## src/rtl/rc4kg_pkg.sv

```systemverilog
// Shared constants and the sequencer state type of the RC4 keystream generator.
// No dependencies; imported by the top level and by the checker.
package rc4kg_pkg;

   localparam int PERM_SIZE     = 256;
   localparam int MAX_KEY_BYTES = 256;
   localparam int BYTE_W        = 8;
   localparam int IDX_W         = $clog2(PERM_SIZE);
   localparam int LEN_W         = 9;

   localparam logic [IDX_W-1:0] IDX_LAST = IDX_W'(PERM_SIZE - 1);

   typedef enum logic [10:0] {
      ST_FILL    = 11'b000_0000_0001,
      ST_IDLE    = 11'b000_0000_0010,
      ST_KS_INIT = 11'b000_0000_0100,
      ST_KS_RD_I = 11'b000_0000_1000,
      ST_KS_RD_J = 11'b000_0001_0000,
      ST_KS_WR_I = 11'b000_0010_0000,
      ST_KS_WR_J = 11'b000_0100_0000,
      ST_PG_RD_J = 11'b000_1000_0000,
      ST_PG_WR_I = 11'b001_0000_0000,
      ST_PG_WR_J = 11'b010_0000_0000,
      ST_EMPTY   = 11'b100_0000_0000
   } state_type;

endpackage

```

## src/rtl/rc4kg_ram.sv

```systemverilog
// Generic simple dual-port RAM: one write port, one registered read port.
// No dependencies; read data holds while the read enable is low.
module rc4kg_ram #(
   parameter int WIDTH = 8,
   parameter int DEPTH = 256,
   localparam int AW = $clog2(DEPTH)
) (
   input  logic             clock,
   input  logic             wr_en,
   input  logic [AW-1:0]    wr_addr,
   input  logic [WIDTH-1:0] wr_data,
   input  logic             rd_en,
   input  logic [AW-1:0]    rd_addr,
   output logic [WIDTH-1:0] rd_data
);

   logic [WIDTH-1:0] mem_ff [DEPTH];
   logic [WIDTH-1:0] rd_data_ff;

   always_ff @(posedge clock) begin
      if (wr_en) begin
         mem_ff[wr_addr] <= wr_data;
      end
      if (rd_en) begin
         rd_data_ff <= mem_ff[rd_addr];
      end
   end

   assign rd_data = rd_data_ff;

endmodule

```

## src/rtl/rc4_keystream_generator_unit.sv

```systemverilog
// RC4 keystream generator: key load, 256-step key schedule, one PRGA step per item.
// Depends on rc4kg_pkg and two rc4kg_ram instances (permutation and key bytes).
// Key byte: stored in idle; the last one starts an identity fill, then the key schedule.
// Keystream byte: read S[i], S[j]; write S[i], read S[t]; write S[j] and register the byte;
// the permutation RAM has one read and one write port; no new item is taken until idle.
// Reset: synchronous, active high; an identity fill of all 256 permutation entries follows.
module rc4_keystream_generator_unit
   import rc4kg_pkg::*;
(
   input  logic              clock,
   input  logic              reset,
   input  logic              req_tvalid,
   output logic              req_tready,
   input  logic [7:0]        req_tdata,   // [7:0] key_byte
   input  logic              req_tlast,   // key_last
   input  logic              req_tuser,   // [0] func: 0 load key byte, 1 generate
   output logic              rsp_tvalid,
   input  logic              rsp_tready,
   output logic [7:0]        rsp_tdata    // [7:0] keystream_byte
);

   state_type           state_ff, state_in;
   logic [IDX_W-1:0]    cnt_ff, cnt_in;      // schedule / fill position n
   logic [IDX_W-1:0]    kidx_ff, kidx_in;    // key position n mod len
   logic [IDX_W-1:0]    i_ff, i_in;
   logic [IDX_W-1:0]    j_ff, j_in;
   logic [LEN_W-1:0]    len_ff, len_in;
   logic                keyed_ff, keyed_in;
   logic [BYTE_W-1:0]   si_ff, si_in;        // S[i] (or S[n]) held across the swap
   logic                fwd_hit_ff, fwd_hit_in;
   logic [BYTE_W-1:0]   fwd_val_ff, fwd_val_in;
   logic                rsp_valid_ff, rsp_valid_in;
   logic [BYTE_W-1:0]   rsp_data_ff, rsp_data_in;

   logic                p_we, p_re;
   logic [IDX_W-1:0]    p_waddr, p_raddr;
   logic [BYTE_W-1:0]   p_wdata, p_rdata;
   logic                k_we, k_re;
   logic [IDX_W-1:0]    k_waddr, k_raddr;
   logic [BYTE_W-1:0]   k_rdata;

   logic                req_accept;
   logic                slot_free;
   logic [IDX_W-1:0]    j_sum;
   logic [IDX_W-1:0]    t_idx;

   // Take items only between operations; the output register decouples the result side.
   assign req_tready = (state_ff == ST_IDLE);
   assign req_accept = req_tvalid && req_tready;
   assign slot_free  = !rsp_valid_ff || rsp_tready;

   always_comb begin
      state_in     = state_ff;
      cnt_in       = cnt_ff;
      kidx_in      = kidx_ff;
      i_in         = i_ff;
      j_in         = j_ff;
      len_in       = len_ff;
      keyed_in     = keyed_ff;
      si_in        = si_ff;
      fwd_hit_in   = fwd_hit_ff;
      fwd_val_in   = fwd_val_ff;
      rsp_valid_in = rsp_valid_ff && !rsp_tready;
      rsp_data_in  = rsp_data_ff;

      p_we    = 1'b0;
      p_waddr = '0;
      p_wdata = '0;
      p_re    = 1'b0;
      p_raddr = '0;
      k_we    = 1'b0;
      k_waddr = len_ff[IDX_W-1:0];
      k_re    = 1'b0;
      k_raddr = kidx_ff;
      j_sum   = '0;
      t_idx   = '0;

      case (state_ff)
         // Write the identity permutation, one entry a cycle.
         ST_FILL, ST_KS_INIT: begin
            p_we    = 1'b1;
            p_waddr = cnt_ff;
            p_wdata = cnt_ff;
            cnt_in  = cnt_ff + IDX_W'(1);
            if (cnt_ff == IDX_LAST) begin
               state_in = (state_ff == ST_FILL) ? ST_IDLE : ST_KS_RD_I;
            end
         end

         ST_IDLE: begin
            if (req_accept) begin
               if (!req_tuser) begin
                  // Key byte: drop it once the key store is full.
                  keyed_in = 1'b0;
                  if (len_ff < LEN_W'(MAX_KEY_BYTES)) begin
                     k_we   = 1'b1;
                     len_in = len_ff + LEN_W'(1);
                  end
                  if (req_tlast) begin
                     state_in = ST_KS_INIT;
                     cnt_in   = '0;
                     kidx_in  = '0;
                     j_in     = '0;
                  end
               end else if (keyed_ff) begin
                  // Advance i and start the read of S[i] right away.
                  i_in     = i_ff + IDX_W'(1);
                  p_re     = 1'b1;
                  p_raddr  = i_ff + IDX_W'(1);
                  state_in = ST_PG_RD_J;
               end else begin
                  state_in = ST_EMPTY;
               end
            end
         end

         ST_KS_RD_I: begin
            p_re     = 1'b1;
            p_raddr  = cnt_ff;
            k_re     = 1'b1;
            k_raddr  = kidx_ff;
            state_in = ST_KS_RD_J;
         end

         ST_KS_RD_J: begin
            j_sum    = j_ff + p_rdata + k_rdata;
            j_in     = j_sum;
            si_in    = p_rdata;
            p_re     = 1'b1;
            p_raddr  = j_sum;
            state_in = ST_KS_WR_I;
         end

         ST_KS_WR_I: begin
            p_we     = 1'b1;
            p_waddr  = cnt_ff;
            p_wdata  = p_rdata;
            state_in = ST_KS_WR_J;
         end

         ST_KS_WR_J: begin
            p_we    = 1'b1;
            p_waddr = j_ff;
            p_wdata = si_ff;
            cnt_in  = cnt_ff + IDX_W'(1);
            // Cycle the key position over the stored length.
            if ((LEN_W'(kidx_ff) + LEN_W'(1)) >= len_ff) begin
               kidx_in = '0;
            end else begin
               kidx_in = kidx_ff + IDX_W'(1);
            end
            if (cnt_ff == IDX_LAST) begin
               i_in     = '0;
               j_in     = '0;
               len_in   = '0;
               keyed_in = 1'b1;
               state_in = ST_IDLE;
            end else begin
               state_in = ST_KS_RD_I;
            end
         end

         ST_PG_RD_J: begin
            j_sum    = j_ff + p_rdata;
            j_in     = j_sum;
            si_in    = p_rdata;
            p_re     = 1'b1;
            p_raddr  = j_sum;
            state_in = ST_PG_WR_I;
         end

         ST_PG_WR_I: begin
            // Write S[i] = S[j] and read S[t] in the same cycle; forward the two
            // entries of the swap, since the RAM does not see them yet.
            p_we    = 1'b1;
            p_waddr = i_ff;
            p_wdata = p_rdata;
            t_idx   = si_ff + p_rdata;
            p_re    = 1'b1;
            p_raddr = t_idx;
            if (t_idx == i_ff) begin
               fwd_hit_in = 1'b1;
               fwd_val_in = p_rdata;
            end else if (t_idx == j_ff) begin
               fwd_hit_in = 1'b1;
               fwd_val_in = si_ff;
            end else begin
               fwd_hit_in = 1'b0;
               fwd_val_in = p_rdata;
            end
            state_in = ST_PG_WR_J;
         end

         ST_PG_WR_J: begin
            // Hold here while the previous result waits; the rewrite is harmless.
            p_we    = 1'b1;
            p_waddr = j_ff;
            p_wdata = si_ff;
            if (slot_free) begin
               rsp_valid_in = 1'b1;
               rsp_data_in  = fwd_hit_ff ? fwd_val_ff : p_rdata;
               state_in     = ST_IDLE;
            end
         end

         ST_EMPTY: begin
            // Generate without a key: return zero, touch no state.
            if (slot_free) begin
               rsp_valid_in = 1'b1;
               rsp_data_in  = '0;
               state_in     = ST_IDLE;
            end
         end

         default: begin
            state_in = ST_IDLE;
         end
      endcase
   end

   always_ff @(posedge clock) begin
      if (reset) begin
         state_ff     <= ST_FILL;
         cnt_ff       <= '0;
         kidx_ff      <= '0;
         i_ff         <= '0;
         j_ff         <= '0;
         len_ff       <= '0;
         keyed_ff     <= 1'b0;
         rsp_valid_ff <= 1'b0;
      end else begin
         state_ff     <= state_in;
         cnt_ff       <= cnt_in;
         kidx_ff      <= kidx_in;
         i_ff         <= i_in;
         j_ff         <= j_in;
         len_ff       <= len_in;
         keyed_ff     <= keyed_in;
         rsp_valid_ff <= rsp_valid_in;
      end
   end

   always_ff @(posedge clock) begin
      si_ff       <= si_in;
      fwd_hit_ff  <= fwd_hit_in;
      fwd_val_ff  <= fwd_val_in;
      rsp_data_ff <= rsp_data_in;
   end

   // Permutation S.
   rc4kg_ram #(.WIDTH(BYTE_W), .DEPTH(PERM_SIZE)) u_perm_ram (
      .clock   (clock),
      .wr_en   (p_we),
      .wr_addr (p_waddr),
      .wr_data (p_wdata),
      .rd_en   (p_re),
      .rd_addr (p_raddr),
      .rd_data (p_rdata)
   );

   // Key bytes of the key being loaded.
   rc4kg_ram #(.WIDTH(BYTE_W), .DEPTH(MAX_KEY_BYTES)) u_key_ram (
      .clock   (clock),
      .wr_en   (k_we),
      .wr_addr (k_waddr),
      .wr_data (req_tdata),
      .rd_en   (k_re),
      .rd_addr (k_raddr),
      .rd_data (k_rdata)
   );

   assign rsp_tvalid = rsp_valid_ff;
   assign rsp_tdata  = rsp_data_ff;

endmodule

```

## config.mk

```make
export PLATFORM = sky130hd
export DESIGN_NAME = rc4_keystream_generator_unit
export DESIGN_NICKNAME = d
export VERILOG_FILES = /design/src/rtl/rc4kg_pkg.sv /design/src/rtl/rc4kg_ram.sv /design/src/rtl/rc4_keystream_generator_unit.sv
export SDC_FILE = /design/constraint.sdc
export NUM_CORES = 2
export LEC_CHECK = 0
export BUFFER_PORTS_ARGS = -buffer_cell sky130_fd_sc_hd__buf_2
export CORE_MARGIN = 2
export CORE_UTILIZATION = 30
export CTS_BUF_LIST = sky130_fd_sc_hd__clkbuf_8
export DETAILED_ROUTE_END_ITERATION = 12
export GPL_TIMING_DRIVEN = 0
export PLACE_DENSITY_LB_ADDON = 0.15
export REMOVE_ABC_BUFFERS = 1
export SLEW_MARGIN = 20
export SYNTH_ARGS = -nofsm -noshare
export SYNTH_HDL_FRONTEND = slang
export SYNTH_SLANG_ARGS = --single-unit
```

## constraint.sdc

```tcl
create_clock -name clock -period 17.3 [get_ports clock]
set_input_delay 3.46 -clock clock [delete_from_list [all_inputs] [get_ports clock]]
set_output_delay 3.46 -clock clock [all_outputs]
set_load 0.1 [all_outputs]
```

==> metrics <==
Simple-Gate Fraction of Synth Area=0.0910; Clock Latency Late Sink=roughly 1.2 ns; Mean Syn Cell Area=about 16 sq um; final setup violation count=0; PwrDens=~100 nW/um^2; r2r worst-path depth=21; Design Area, Final=193,000 sq um; Synth top cells by count=edfxtp_1, nand2_1, nor2_1; fmax=around 110 MHz; # nets final=between 10k and 15k; crit path max fanout=95; Post-synth EDFFs=4,137; fin. max-slew vios=0; most numerous cell in the Yosys netlist=edfxtp_1; H-Tree Depth=6; Die Area=about 560,000 sq um; share of layout cells above drive strength 1=0.178; Post-CTS Setup Bufs=0; Period Utilization, post-route=0.527; post-layout min period=roughly 9 ns; Worst EP arrival=roughly 10 ns; WS Path Type=in2reg; clk sink count=between 4k and 5k; largest net degree at the start of global routing=around 120; endpoints failing hold=0; storage element area=around 130,000 sq um; Area Growth Syn to Fin=15.4%; detailed-route DRC error count=0; final setup margin=roughly 8.2 ns; most used cell, CP=buf_16; vias in the first global route=94.6k; # hold bufs at CTS=0; first-pass GRT wire length=between 700,000 and 800,000 um; CTS buffer count=approximately 720; grt ovf=0; clk_skew=~0.094 ns; Die Height=roughly 750 um; Synth area leaders=edfxtp_1, mux4_2, nand2_1; Util after Layout=0.348; status=finished clean; initial DRC count=roughly 9.6k; Synth cell types=84; std cell rows=about 270; Startpoint Class=primary input; area of placed instances=around 180,000 sq um; DR vias/cell=around 5.1; Warnings, synthesis=0; Post-Syn Instances=about 10k; Seq cells post-synth=between 4k and 5k; fin cells=18.5k; sequential fraction of the synthesis area=0.751; I/O pin count=24; DP Worst Slack=between 6 and 7 ns; Hold Path Cell Cnt=2; Post-DP HPWL=about 330,000 um; Worst path max stage delay=0.88 ns; CTS root buffer=clkbuf_8; All-Layer GR Usage=0.179; GPL Wtd Cong=0.775; initial antenna violation count=39; Top FF cell, synth=edfxtp_1; dominant cell type by area after synthesis=edfxtp_1; drt total wl=a little over 500,000 um; drt pass-1 iters=6; Die Width=between 700 and 800 um; core box area=about 550,000 sq um; Adder-Cell Fraction of Synth Area=0.00313; largest family of logic cells by synthesized area=multiplexers; maximum vdd drop=0.0745 mV; max cap viols=0; mux contribution to synthesized area=0.0956; Async SR Flop Fraction=0; Worst Tran Pin Value=between 1 and 1.5 ns; Worst path slowest cell=a211oi_1; CTS Buffer Depth=4; Worst setup EP type=flop; complex-gate fraction of the synthesized area=0.0383; RSZ-0062 raised after global routing=no; post_cts resized=0; Post-Syn Area=approximately 170,000 sq um; CTS tree=built; worst path required time=18.18 ns; Synth Area in XOR/XNOR=0.00252; area of the multi-input gates=between 30,000 and 40,000 sq um; Cell Chain, Critical Path=buf_2 > and4b_1 > nand3_4 > buf_12 > buf_12 > nand2_8 > buf_16 > buf_16 > buf_16 > buf_16 > nand2_1 > and3_1 > a31oi_1 > o211ai_1 > o311ai_1 > o22ai_1 > a211oi_1; Lkg Pwr=between 60 and 70 nW; DRT antenna net count=0; DR WL/cell=about 28 um; Synth top area share=0.745; cell count after placement=17.2k; Min-Delay Path Class=reg2reg; Initial Util=0.301; port buffer count=23; fill cell count=between 50k and 60k; Clock transition at path regs=0.05 ns; Worst slew margin=0.204; Vias=between 90k and 100k
-- per-layer routing --
metal / vias to the layer above / track usage / wire, um
met2: 3191 / 0.299 / 252000
met5: - / 0 / 76
met3: 800 / 0.0273 / 30200
met4: 10 / 0.0513 / 15700
met1: 49684 / 0.244 / 222000
li1: 40629 / - / -
-- stage by stage --
stage	total power [mW]	hold WS (ns)	setup TNS, ns
3_5_place_dp	11.9	0.533	0
5_1_grt	20.5	0.570	0
3_3_place_gp	11.9	0.508	-811.08
4_1_cts	20.1	0.538	0
6_report	19.9	0.543	0
2_1_floorplan	11.6	0.469	-128.39
-- report_power, final --
| part | switching, mW | leakage [nW] | internal [mW] |
|---|---|---|---|
| combinational | 0.385 | 15.4 | 0.0941 |
| sequential | 0.0135 | 38.1 | 11.2 |
| clock | 4.09 | 7.45 | 4.09 |
| total | 4.49 | 61.0 | 15.4 |
-- state kept, by name (all words and copies together), names as in the netlist, 8 cells and up --
| name | cells |
|---|---|
| cnt_ff | 8 |
| fwd_val_ff | 8 |
| i_ff | 8 |
| j_ff | 8 |
| k_raddr | 8 |
| len_ff | 9 |
| rsp_tdata | 8 |
| si_ff | 8 |
| state_ff | 11 |
| u_key_ram.mem_ff | 2048 |
| u_key_ram.rd_data | 8 |
| u_perm_ram.mem_ff | 2048 |
| u_perm_ram.rd_data | 8 |
-- worst max-delay path: cells and delay by family --
kind | cells | cell delay (ns)
and+or+nand+nor | 5 | 1.29
AOI/OAI and AO/OA | 5 | 2.59
buffers and inverters | 7 | 2.23
-- worst paths after layout --
kind,start,end,slack [ns]
setup / recovery,req_tvalid,u_perm_ram.rd_data[6]$_DFFE_PP_,8.18
hold / removal,i_ff[7]$_SDFFE_PP0P_,i_ff[7]$_SDFFE_PP0P_,0.54
setup reg to reg,state_ff[4]$_SDFFE_PP0P_,u_perm_ram.rd_data[6]$_DFFE_PP_,8.89
hold reg to reg,i_ff[7]$_SDFFE_PP0P_,i_ff[7]$_SDFFE_PP0P_,0.54
-- layout make-up --
class	instances	share of cell area
sequential	4191	0.651
antenna	14	0.000182
timing repair buffer	321	0.0319
inverter	24	0.000513
clock inverter	549	0.0139
multi-input combinational	5341	0.203
clock buffer	735	0.0525
tap	7287	0.0473
-- cells in the final DEF, fill, tap and decap left out, types with 35 or more instances in the layout --
master / netlist / routed
buf_4: 36 / 35
dfxtp_1: 54 / 48
a21oi_1: 230 / 227
o22ai_1: 42 / 42
a311oi_1: 77 / 77
a211oi_1: 103 / 102
inv_1: 23 / 276
mux4_2: 680 / 680
clkbuf_8: 0 / 735
mux2i_1: 54 / 54
edfxtp_1: 4137 / 4137
nand3_1: 607 / 598
nand2_1: 1844 / 1800
buf_2: 197 / 46
clkinv_1: 0 / 181
ha_1: 37 / 37
clkinv_2: 1 / 60
buf_12: 0 / 56
and3_1: 204 / 204
nand4_1: 36 / 36
a31oi_1: 183 / 183
buf_16: 0 / 148
o21ai_0: 97 / 95
nor2_1: 705 / 690
-- kinds of logic after synthesis --
kind of cell | after synthesis
flops | 4191
simple gates | 3555
compound gates | 956
mux | 742
buf+inv | 683
xor+xnor | 48
fa+ha+maj | 40
(Power assumes the default switching activity.)
